<file path="src/assert_macros.svh">
// Assertion macros shared by the RTL of the angle and bias filter.
// Needs a clock named clk and an active-low reset named rst_n in scope.
`ifndef ASSERT_MACROS_SVH
`define ASSERT_MACROS_SVH

// Checked on every rising edge while reset is released.
`define KAB_ASSERT(lbl, prop, msg) \
  lbl: assert property (@(posedge clk) disable iff (!rst_n) prop) else $error(msg);

// Checked on every rising edge, reset included.
`define KAB_ASSERT_ALWAYS(lbl, prop, msg) \
  lbl: assert property (@(posedge clk) prop) else $error(msg);

`endif

</file>
<file path="src/kab_pkg.sv">
// Shared types, operation codes, register codes and the step program of the filter.
// No dependencies; used by the controller, the datapath and the top level.
package kab_pkg;

  typedef struct packed {
    logic signed [31:0] measured_angle;
    logic signed [31:0] measured_rate;
  } kab_in_t;

  typedef struct packed {
    logic signed [31:0] filtered_angle;
    logic signed [31:0] corrected_rate;
    logic signed [31:0] bias_estimate;
  } kab_out_t;

  localparam logic [1:0] OP_ADD = 2'd0;
  localparam logic [1:0] OP_SUB = 2'd1;
  localparam logic [1:0] OP_MUL = 2'd2;
  localparam logic [1:0] OP_DIV = 2'd3;

  localparam logic [4:0] R_ANG  = 5'd0;
  localparam logic [4:0] R_BIAS = 5'd1;
  localparam logic [4:0] R_P00  = 5'd2;
  localparam logic [4:0] R_P01  = 5'd3;
  localparam logic [4:0] R_P10  = 5'd4;
  localparam logic [4:0] R_P11  = 5'd5;
  localparam logic [4:0] R_MA   = 5'd6;
  localparam logic [4:0] R_MR   = 5'd7;
  localparam logic [4:0] R_ERR  = 5'd8;
  localparam logic [4:0] R_D0   = 5'd9;
  localparam logic [4:0] R_D1   = 5'd10;
  localparam logic [4:0] R_PCT0 = 5'd11;
  localparam logic [4:0] R_PCT1 = 5'd12;
  localparam logic [4:0] R_E    = 5'd13;
  localparam logic [4:0] R_K0   = 5'd14;
  localparam logic [4:0] R_K1   = 5'd15;
  localparam logic [4:0] R_T1   = 5'd16;
  localparam logic [4:0] R_TMP  = 5'd17;
  localparam logic [4:0] R_DT   = 5'd18;
  localparam logic [4:0] R_QA   = 5'd19;
  localparam logic [4:0] R_QB   = 5'd20;
  localparam logic [4:0] R_RM   = 5'd21;
  localparam logic [4:0] R_C    = 5'd22;
  localparam logic [4:0] R_ZERO = 5'd23;

  // Configuration register indexes.
  localparam logic [2:0] CFG_DT = 3'd0;
  localparam logic [2:0] CFG_QA = 3'd1;
  localparam logic [2:0] CFG_QB = 3'd2;
  localparam logic [2:0] CFG_RM = 3'd3;
  localparam logic [2:0] CFG_C  = 3'd4;

  localparam logic signed [31:0] ONE_Q20 = 32'sd1048576;

  typedef struct packed {
    logic [1:0] op;
    logic [4:0] dst;
    logic [4:0] a;
    logic [4:0] b;
  } kab_uop_t;

  typedef struct packed {
    logic     go;
    logic     load_in;
    kab_uop_t uop;
  } kab_cmd_t;

  typedef struct packed {
    logic done;
  } kab_sts_t;

  localparam logic [5:0] LAST_PC = 6'd33;

  function automatic kab_uop_t mk(input logic [1:0] op, input logic [4:0] dst,
                                  input logic [4:0] a, input logic [4:0] b);
    kab_uop_t u;
    u.op = op; u.dst = dst; u.a = a; u.b = b;
    return u;
  endfunction

  // One filter step as a list of saturating operations.
  function automatic kab_uop_t ucode(input logic [5:0] pc);
    kab_uop_t u;
    unique case (pc)
      6'd0:  u = mk(OP_SUB, R_TMP,  R_MR,   R_BIAS);
      6'd1:  u = mk(OP_MUL, R_TMP,  R_TMP,  R_DT);
      6'd2:  u = mk(OP_ADD, R_ANG,  R_ANG,  R_TMP);
      6'd3:  u = mk(OP_SUB, R_ERR,  R_MA,   R_ANG);
      6'd4:  u = mk(OP_SUB, R_D0,   R_QA,   R_P01);
      6'd5:  u = mk(OP_SUB, R_D0,   R_D0,   R_P10);
      6'd6:  u = mk(OP_SUB, R_D1,   R_ZERO, R_P11);
      6'd7:  u = mk(OP_MUL, R_TMP,  R_D0,   R_DT);
      6'd8:  u = mk(OP_ADD, R_P00,  R_P00,  R_TMP);
      6'd9:  u = mk(OP_MUL, R_TMP,  R_D1,   R_DT);
      6'd10: u = mk(OP_ADD, R_P01,  R_P01,  R_TMP);
      6'd11: u = mk(OP_ADD, R_P10,  R_P10,  R_TMP);
      6'd12: u = mk(OP_MUL, R_TMP,  R_QB,   R_DT);
      6'd13: u = mk(OP_ADD, R_P11,  R_P11,  R_TMP);
      6'd14: u = mk(OP_MUL, R_PCT0, R_C,    R_P00);
      6'd15: u = mk(OP_MUL, R_PCT1, R_C,    R_P10);
      6'd16: u = mk(OP_MUL, R_TMP,  R_C,    R_PCT0);
      6'd17: u = mk(OP_ADD, R_E,    R_RM,   R_TMP);
      6'd18: u = mk(OP_DIV, R_K0,   R_PCT0, R_E);
      6'd19: u = mk(OP_DIV, R_K1,   R_PCT1, R_E);
      6'd20: u = mk(OP_MUL, R_T1,   R_C,    R_P01);
      6'd21: u = mk(OP_MUL, R_TMP,  R_K0,   R_PCT0);
      6'd22: u = mk(OP_SUB, R_P00,  R_P00,  R_TMP);
      6'd23: u = mk(OP_MUL, R_TMP,  R_K0,   R_T1);
      6'd24: u = mk(OP_SUB, R_P01,  R_P01,  R_TMP);
      6'd25: u = mk(OP_MUL, R_TMP,  R_K1,   R_PCT0);
      6'd26: u = mk(OP_SUB, R_P10,  R_P10,  R_TMP);
      6'd27: u = mk(OP_MUL, R_TMP,  R_K1,   R_T1);
      6'd28: u = mk(OP_SUB, R_P11,  R_P11,  R_TMP);
      6'd29: u = mk(OP_MUL, R_TMP,  R_K0,   R_ERR);
      6'd30: u = mk(OP_ADD, R_ANG,  R_ANG,  R_TMP);
      6'd31: u = mk(OP_MUL, R_TMP,  R_K1,   R_ERR);
      6'd32: u = mk(OP_ADD, R_BIAS, R_BIAS, R_TMP);
      6'd33: u = mk(OP_SUB, R_TMP,  R_MR,   R_BIAS);
      default: u = mk(OP_SUB, R_TMP, R_MR, R_BIAS);
    endcase
    return u;
  endfunction

  function automatic logic signed [31:0] sat64(input logic signed [63:0] v);
    logic signed [31:0] r;
    if (v > 64'sh000000007FFFFFFF) r = 32'sh7FFFFFFF;
    else if (v < -64'sh0000000080000000) r = -32'sh80000000;
    else r = v[31:0];
    return r;
  endfunction

endpackage

</file>
<file path="src/kab_dp.sv">
// Datapath of the filter: state and scratch registers, a shared saturating adder,
// a registered 32x32 multiplier and a bit-serial divider. Depends on kab_pkg.
module kab_dp (
  input  logic                clk,
  input  logic                rst_n,
  input  kab_pkg::kab_cmd_t   cmd,
  input  kab_pkg::kab_in_t    in_data,
  input  logic [30:0]         time_step,
  input  logic [30:0]         angle_process_noise,
  input  logic [30:0]         bias_process_noise,
  input  logic [30:0]         measurement_noise,
  input  logic signed [31:0]  observation_gain,
  output kab_pkg::kab_sts_t   sts,
  output kab_pkg::kab_out_t   result
);
  import kab_pkg::*;

  localparam int DIV_BITS = 52;

  logic signed [31:0] ang_r, bias_r, p00_r, p01_r, p10_r, p11_r;
  logic signed [31:0] ma_r, mr_r, err_r, d0_r, d1_r, pct0_r, pct1_r;
  logic signed [31:0] e_r, k0_r, k1_r, t1_r, tmp_r;

  logic signed [31:0] opa, opb;

  function automatic logic signed [31:0] rd(
    input logic [4:0] sel, input logic signed [31:0] a0, input logic signed [31:0] a1,
    input logic signed [31:0] a2, input logic signed [31:0] a3,
    input logic signed [31:0] a4, input logic signed [31:0] a5,
    input logic signed [31:0] a6, input logic signed [31:0] a7,
    input logic signed [31:0] a8, input logic signed [31:0] a9,
    input logic signed [31:0] a10, input logic signed [31:0] a11,
    input logic signed [31:0] a12, input logic signed [31:0] a13,
    input logic signed [31:0] a14, input logic signed [31:0] a15,
    input logic signed [31:0] a16, input logic signed [31:0] a17,
    input logic signed [31:0] a18, input logic signed [31:0] a19,
    input logic signed [31:0] a20, input logic signed [31:0] a21,
    input logic signed [31:0] a22);
    logic signed [31:0] v;
    unique case (sel)
      R_ANG:  v = a0;   R_BIAS: v = a1;   R_P00:  v = a2;   R_P01:  v = a3;
      R_P10:  v = a4;   R_P11:  v = a5;   R_MA:   v = a6;   R_MR:   v = a7;
      R_ERR:  v = a8;   R_D0:   v = a9;   R_D1:   v = a10;  R_PCT0: v = a11;
      R_PCT1: v = a12;  R_E:    v = a13;  R_K0:   v = a14;  R_K1:   v = a15;
      R_T1:   v = a16;  R_TMP:  v = a17;  R_DT:   v = a18;  R_QA:   v = a19;
      R_QB:   v = a20;  R_RM:   v = a21;  R_C:    v = a22;
      default: v = '0;
    endcase
    return v;
  endfunction

  always_comb begin
    opa = rd(cmd.uop.a, ang_r, bias_r, p00_r, p01_r, p10_r, p11_r, ma_r, mr_r, err_r,
             d0_r, d1_r, pct0_r, pct1_r, e_r, k0_r, k1_r, t1_r, tmp_r,
             {1'b0, time_step}, {1'b0, angle_process_noise}, {1'b0, bias_process_noise},
             {1'b0, measurement_noise}, observation_gain);
    opb = rd(cmd.uop.b, ang_r, bias_r, p00_r, p01_r, p10_r, p11_r, ma_r, mr_r, err_r,
             d0_r, d1_r, pct0_r, pct1_r, e_r, k0_r, k1_r, t1_r, tmp_r,
             {1'b0, time_step}, {1'b0, angle_process_noise}, {1'b0, bias_process_noise},
             {1'b0, measurement_noise}, observation_gain);
  end

  // Adder.
  logic signed [32:0] alu_sum;
  logic signed [31:0] alu_val;
  logic               alu_go;
  assign alu_sum = (cmd.uop.op == OP_SUB) ? (33'(opa) - 33'(opb)) : (33'(opa) + 33'(opb));
  assign alu_val = sat64(64'(alu_sum));
  assign alu_go  = cmd.go && (cmd.uop.op == OP_ADD || cmd.uop.op == OP_SUB);

  // Multiplier: product registered, rounding and saturation in the next cycle.
  logic signed [63:0] prod_r;
  logic               mul_pend_r;
  logic [4:0]         dst_r;
  logic signed [63:0] mul_rnd;
  logic signed [31:0] mul_val;
  assign mul_rnd = (prod_r + 64'sd524288) >>> 20;
  assign mul_val = sat64(mul_rnd);

  // Divider: restoring, one quotient bit per cycle on magnitudes.
  logic                div_act_r, div_neg_r, div_zero_r;
  logic [5:0]          div_cnt_r;
  logic [DIV_BITS-1:0] div_n_r, div_q_r;
  logic [31:0]         div_rem_r, div_d_r;
  logic [32:0]         rem_sh;
  logic                rem_ge;
  logic [32:0]         rem_sub;
  logic signed [52:0]  div_qs;
  logic signed [31:0]  div_val;
  logic                div_fin;
  logic [31:0]         abs_a, abs_b;

  assign abs_a   = opa[31] ? (32'd0 - opa) : opa;
  assign abs_b   = opb[31] ? (32'd0 - opb) : opb;
  assign rem_sh  = {div_rem_r, div_n_r[DIV_BITS-1]};
  assign rem_ge  = rem_sh >= {1'b0, div_d_r};
  assign rem_sub = rem_sh - {1'b0, div_d_r};
  assign div_qs  = div_neg_r ? -$signed({1'b0, div_q_r}) : $signed({1'b0, div_q_r});
  assign div_val = div_zero_r ? 32'sd0 : sat64({{11{div_qs[52]}}, div_qs});
  assign div_fin = div_act_r && (div_cnt_r == '0);

  // Single write port.
  logic               wr_en;
  logic [4:0]         wr_dst;
  logic signed [31:0] wr_val;
  always_comb begin
    wr_en  = 1'b0;
    wr_dst = dst_r;
    wr_val = mul_val;
    priority if (alu_go) begin
      wr_en = 1'b1; wr_dst = cmd.uop.dst; wr_val = alu_val;
    end else if (mul_pend_r) begin
      wr_en = 1'b1;
    end else if (div_fin) begin
      wr_en = 1'b1; wr_val = div_val;
    end
  end

  always_ff @(posedge clk) begin
    if (!rst_n) begin
      ang_r  <= '0;
      bias_r <= '0;
      p00_r  <= ONE_Q20;
      p01_r  <= '0;
      p10_r  <= '0;
      p11_r  <= ONE_Q20;
    end else if (wr_en) begin
      unique case (wr_dst)
        R_ANG:  ang_r  <= wr_val;
        R_BIAS: bias_r <= wr_val;
        R_P00:  p00_r  <= wr_val;
        R_P01:  p01_r  <= wr_val;
        R_P10:  p10_r  <= wr_val;
        R_P11:  p11_r  <= wr_val;
        default: ;
      endcase
    end
  end

  always_ff @(posedge clk) begin
    if (cmd.load_in) begin
      ma_r <= in_data.measured_angle;
      mr_r <= in_data.measured_rate;
    end
    if (wr_en) begin
      unique case (wr_dst)
        R_ERR:  err_r  <= wr_val;
        R_D0:   d0_r   <= wr_val;
        R_D1:   d1_r   <= wr_val;
        R_PCT0: pct0_r <= wr_val;
        R_PCT1: pct1_r <= wr_val;
        R_E:    e_r    <= wr_val;
        R_K0:   k0_r   <= wr_val;
        R_K1:   k1_r   <= wr_val;
        R_T1:   t1_r   <= wr_val;
        R_TMP:  tmp_r  <= wr_val;
        default: ;
      endcase
    end
    if (cmd.go) begin
      dst_r <= cmd.uop.dst;
    end
    if (cmd.go && cmd.uop.op == OP_MUL) begin
      prod_r <= 64'(opa) * 64'(opb);
    end
    if (cmd.go && cmd.uop.op == OP_DIV) begin
      div_n_r    <= {abs_a, 20'd0};
      div_d_r    <= abs_b;
      div_rem_r  <= '0;
      div_q_r    <= '0;
      div_neg_r  <= opa[31] ^ opb[31];
      div_zero_r <= (opb == 32'sd0);
    end else if (div_act_r && div_cnt_r != '0) begin
      div_n_r   <= {div_n_r[DIV_BITS-2:0], 1'b0};
      div_rem_r <= rem_ge ? rem_sub[31:0] : rem_sh[31:0];
      div_q_r   <= {div_q_r[DIV_BITS-2:0], rem_ge};
    end
  end

  logic done_r;
  always_ff @(posedge clk) begin
    if (!rst_n) begin
      mul_pend_r <= 1'b0;
      div_act_r  <= 1'b0;
      div_cnt_r  <= '0;
      done_r     <= 1'b0;
    end else begin
      mul_pend_r <= cmd.go && (cmd.uop.op == OP_MUL);
      done_r     <= wr_en;
      if (cmd.go && cmd.uop.op == OP_DIV) begin
        div_act_r <= 1'b1;
        div_cnt_r <= 6'(DIV_BITS);
      end else if (div_fin) begin
        div_act_r <= 1'b0;
      end else if (div_act_r) begin
        div_cnt_r <= div_cnt_r - 6'd1;
      end
    end
  end

  assign sts.done              = done_r;
  assign result.filtered_angle = ang_r;
  assign result.corrected_rate = tmp_r;
  assign result.bias_estimate  = bias_r;
endmodule

</file>
<file path="config.mk">
export PLATFORM = sky130hd
export DESIGN_NAME = kab_dp
export DESIGN_NICKNAME = d
export VERILOG_FILES = /design/src/assert_macros.svh /design/src/kab_pkg.sv /design/src/kab_dp.sv
export SDC_FILE = /design/constraint.sdc
export NUM_CORES = 2
export LEC_CHECK = 0
export ABC_AREA = 1
export BUFFER_PORTS_ARGS = -buffer_cell sky130_fd_sc_hd__buf_2
export CAP_MARGIN = 20
export CORE_ASPECT_RATIO = 1.2
export CORE_UTILIZATION = 31
export CTS_CLUSTER_DIAMETER = 80
export DETAILED_ROUTE_END_ITERATION = 6
export PLACE_DENSITY_LB_ADDON = 0.05
export SETUP_SLACK_MARGIN = 0.15
export SLEW_MARGIN = 20
export SYNTH_ARGS = -nofsm -noshare
export SYNTH_HDL_FRONTEND = slang
export SYNTH_SLANG_ARGS = --single-unit
export TNS_END_PERCENT = 100
</file>
<file path="constraint.sdc">
create_clock -name clk -period 12.4 [get_ports clk]
set_input_delay 0.62 -clock clk [delete_from_list [all_inputs] [get_ports clk]]
set_output_delay 0.62 -clock clk [all_outputs]
set_load 0.1 [all_outputs]
</file>
==> impl_metrics.yaml <==
placed_design:
  dp.final_hpwl_um: 378000
  post-place-ws_ns: 0.919
  gp_congestion: 0.992
  io_buffers: 337
  post_dp_cell_area_um2: 94600
timing:
  worstMarginPinSlew_ns: 1.24
  hold_ws_ns: 0.0452
  hold_viol: 0
  setup_viol: 0
  slew_viol_final: 0
  slew_headroom_pct: 16.7
  setup_ws_ns: 1.30
  timing.fmax_mhz: 90.1
  period_share_pct: 89.5
  fin_skew_ns: 0.133
  finalSetupTns_ns: 0
  period_needed_ns: 11.10
  rsz0062_at_grt: "false"
status:
  violations: "DRC"
  status: "finished, violations left"
die:
  die_x_um: 483
  top_level_ports: 338
  die-area_um2: 279000
  rows: 211
  die_h_um: 579
  fp.coreArea_um2: 276000
  start_util_pct: 31.2
power_and_ir_drop:
  clockPowerShare_pct: 10.4
  p_int_w: 0.0138
  power_frac_comb_pct: 77.2
  irDropWorstVdd_v: 0.000626
  power_leakage_nw: 50.5
  p_sw_share_pct: 55.6
  seqPwrFrac_pct: 12.4
  p_switching_w: 0.0173
  power.density_nw_per_um2: 315
route:
  postRouteAntennaNets: 0
  drt_iter0_markers: 7777
  drc: 4
  vias: 82500
  wl_per_cell_um: 30.0
  firstDrtPassIters: 7
  avgViaCountPerCell: 5.21
  wirelength_um: 476000
synth:
  synth_edf_count: 500
  syn_avg_cell_area_um2: 7.40
  ys.flop_type: "edfxtp_1"
  yosysTopAreaCell: "fa_1"
  synth_warnings: 0
  synth-seq-area-share_pct: 24.1
  synth_fp_nets: 13200
  syn_area_um2: 85900
  syn-instance-count: 11600
  synth_top_area_share_pct: 25.2
  synth-seq-cells: 785
  ys_top_cells_by_area: "fa_1, edfxtp_1, nand2_1"
  async_reset_ff_share_pct: 0
  synth.distinct_cells: 60
global_route:
  antenna_found_initial: 36
  grt_pass1_wl_um: 659000
  grt-ovfl-total: 0
  grt_max_degree: 86
  grt_pass1_vias: 84200
  track_usage_pct: 33.9
cts:
  cts_root_buf: "clkbuf_16"
  cts_tree: "yes"
  insertion_delay_ns: 0.82
  cts_sinks: 785
  cts_resized: 0
  clockBufferDepth: 3
  cts.clk_slew.worst_paths_ns: 0.06
  hold_buffers: 58
  numCtsBuffers: 102
  cts_setup_buffers: 0
  cts-htree-levels: 3
layout:
  fin_nets: 13700
  drive_above_1_share_pct: 9.26
  final_common_cell: "nand2_1"
  area_delta_synth_final_pct: 14.9
  fin_area_um2: 98800
  final_cell_mix: "nand2_1, inv_1, fa_1"
  fillers: 29800
worst_setup_path:
  crit_top_cell: "fa_1"
  max_stage_delay_ns: 0.91
  crit_type: "in -> reg"
  worstSetupEndpointType: "flip-flop"
  cp_slowest_cell: "clkinv_1"
  start_kind: "input pin"
  crit_family: "adder cells"
  critical_path_required_ns: 12.86
  path_buf_inv: 9
  cp.arrival_ns: 11.56
  cp_max_fo: 17
job:
  maxCapViolCount: 0
hold_path:
  hp-class: "in -> reg"
cells in the mapped netlist (all sizes together), types with 3 or more instances:
library cell / n
nand3b: 14
fa: 1083
and3: 3
a22oi: 22
nand2: 3398
a22o: 37
o2111ai: 27
nand3: 576
or2: 11
buf: 100
clkinv: 33
a211oi: 26
ha: 250
inv: 2461
a221oi: 40
nor3: 91
o22ai: 137
a21o: 14
a2111oi: 3
a31oi: 30
nor2: 980
o21bai: 5
a21boi: 6
xnor2: 31
nor3b: 4
a21oi: 359
o21ai: 369
dfxtp: 285
xor2: 132
nor4: 25
o211ai: 14
edfxtp: 500
clkbuf: 365
o31ai: 8
nand4: 146
o21a: 11
state kept, by name, summed over array words and instances, names as in the netlist, 32 cells and up:
| name | count |
|---|---|
| ang_r | 32 |
| bias_r | 32 |
| d0_r | 32 |
| d1_r | 32 |
| div_d_r | 32 |
| div_n_r | 32 |
| div_q_r | 52 |
| div_rem_r | 32 |
| e_r | 32 |
| err_r | 32 |
| k0_r | 32 |
| k1_r | 32 |
| ma_r | 32 |
| mr_r | 32 |
| p00_r | 32 |
| p01_r | 32 |
| p10_r | 32 |
| p11_r | 32 |
| pct0_r | 32 |
| pct1_r | 32 |
| prod_r | 45 |
| t1_r | 32 |
| tmp_r | 32 |
final timing paths:
kind	slack [ns]	cells past startpoint	to	start
max	1.30	35	prod_r[61]$_DFFE_PP_	cmd[5]
min	0.05	1	dst_r[1]$_DFFE_PP_	cmd[11]
max reg2reg	2.19	31	prod_r[61]$_DFFE_PP_	p10_r[6]$_SDFFE_PN0P_
min reg2reg	0.47	2	div_cnt_r[0]$_SDFFE_PP0P_	div_cnt_r[0]$_SDFFE_PP0P_
kinds of logic (layout without fill, tap and decap cells):
kind of cell	Yosys count	after routing	share of synthesized area [%]
AND/OR/NAND/NOR	5251	5251	24.7
buffers and inverters	2959	3543	13.0
adder cells (fa/ha/maj)	1333	1333	28.9
AO/OA/AOI/OAI	1122	1122	7.62
flip-flops	785	785	24.1
XOR/XNOR	163	163	1.66
multiplexers	1	1	0.0131
other	0	19	0
worst register-to-register path: cells and delay by family, from the launching register on:
family	cells	cell delay, ns
fa+ha+maj	9	4.29
flops	1	0.32
compound gates	3	1.18
simple gates	14	3.20
buf+inv	5	0.90
power by group through the flow:
| stage | Clock, W | Sequential [W] | Combinational (W) |
|---|---|---|---|
| floorplan | 0 | 0.00385 | 0.0126 |
| global placement | 0 | 0.00393 | 0.0244 |
| detailed placement | 0 | 0.00392 | 0.0243 |
| CTS | 0.00327 | 0.00387 | 0.0245 |
| global route | 0.00335 | 0.00388 | 0.0263 |
| finish | 0.00323 | 0.00387 | 0.0240 |
per-layer routing:
metal,vias to the layer above,part of all wire [%],routed length (um),global-route usage [%]
li1,36500,-,-,-
met1,41700,39,185000,40.8
met2,3400,47,226000,57.3
met4,10,7.9,37600,22.3
met3,896,5.8,27500,3.46
met5,-,0.015,69,0
stage by stage:
step	std cells	power, W	utilization (%)
global route	15800	0.0335	35.8
finish	15800	0.0311	35.8
floorplan	11600	0.0165	-
global placement	15600	0.0283	34.3
CTS	15800	0.0316	35.8
detailed placement	15600	0.0283	34.3
layout make-up:
class	count	area [um2]	area share [%]
Multi-Input combinational cell	7870	54400	55.1
Sequential cell	785	20700	21.0
Inverter	2494	9370	9.48
Timing Repair Buffer	856	6210	6.28
Tap cell	3621	4530	4.59
Clock buffer	132	2760	2.79
Clock inverter	61	773	0.783
Antenna cell	19	47.5	0.0481
(Power assumes the default switching activity.)
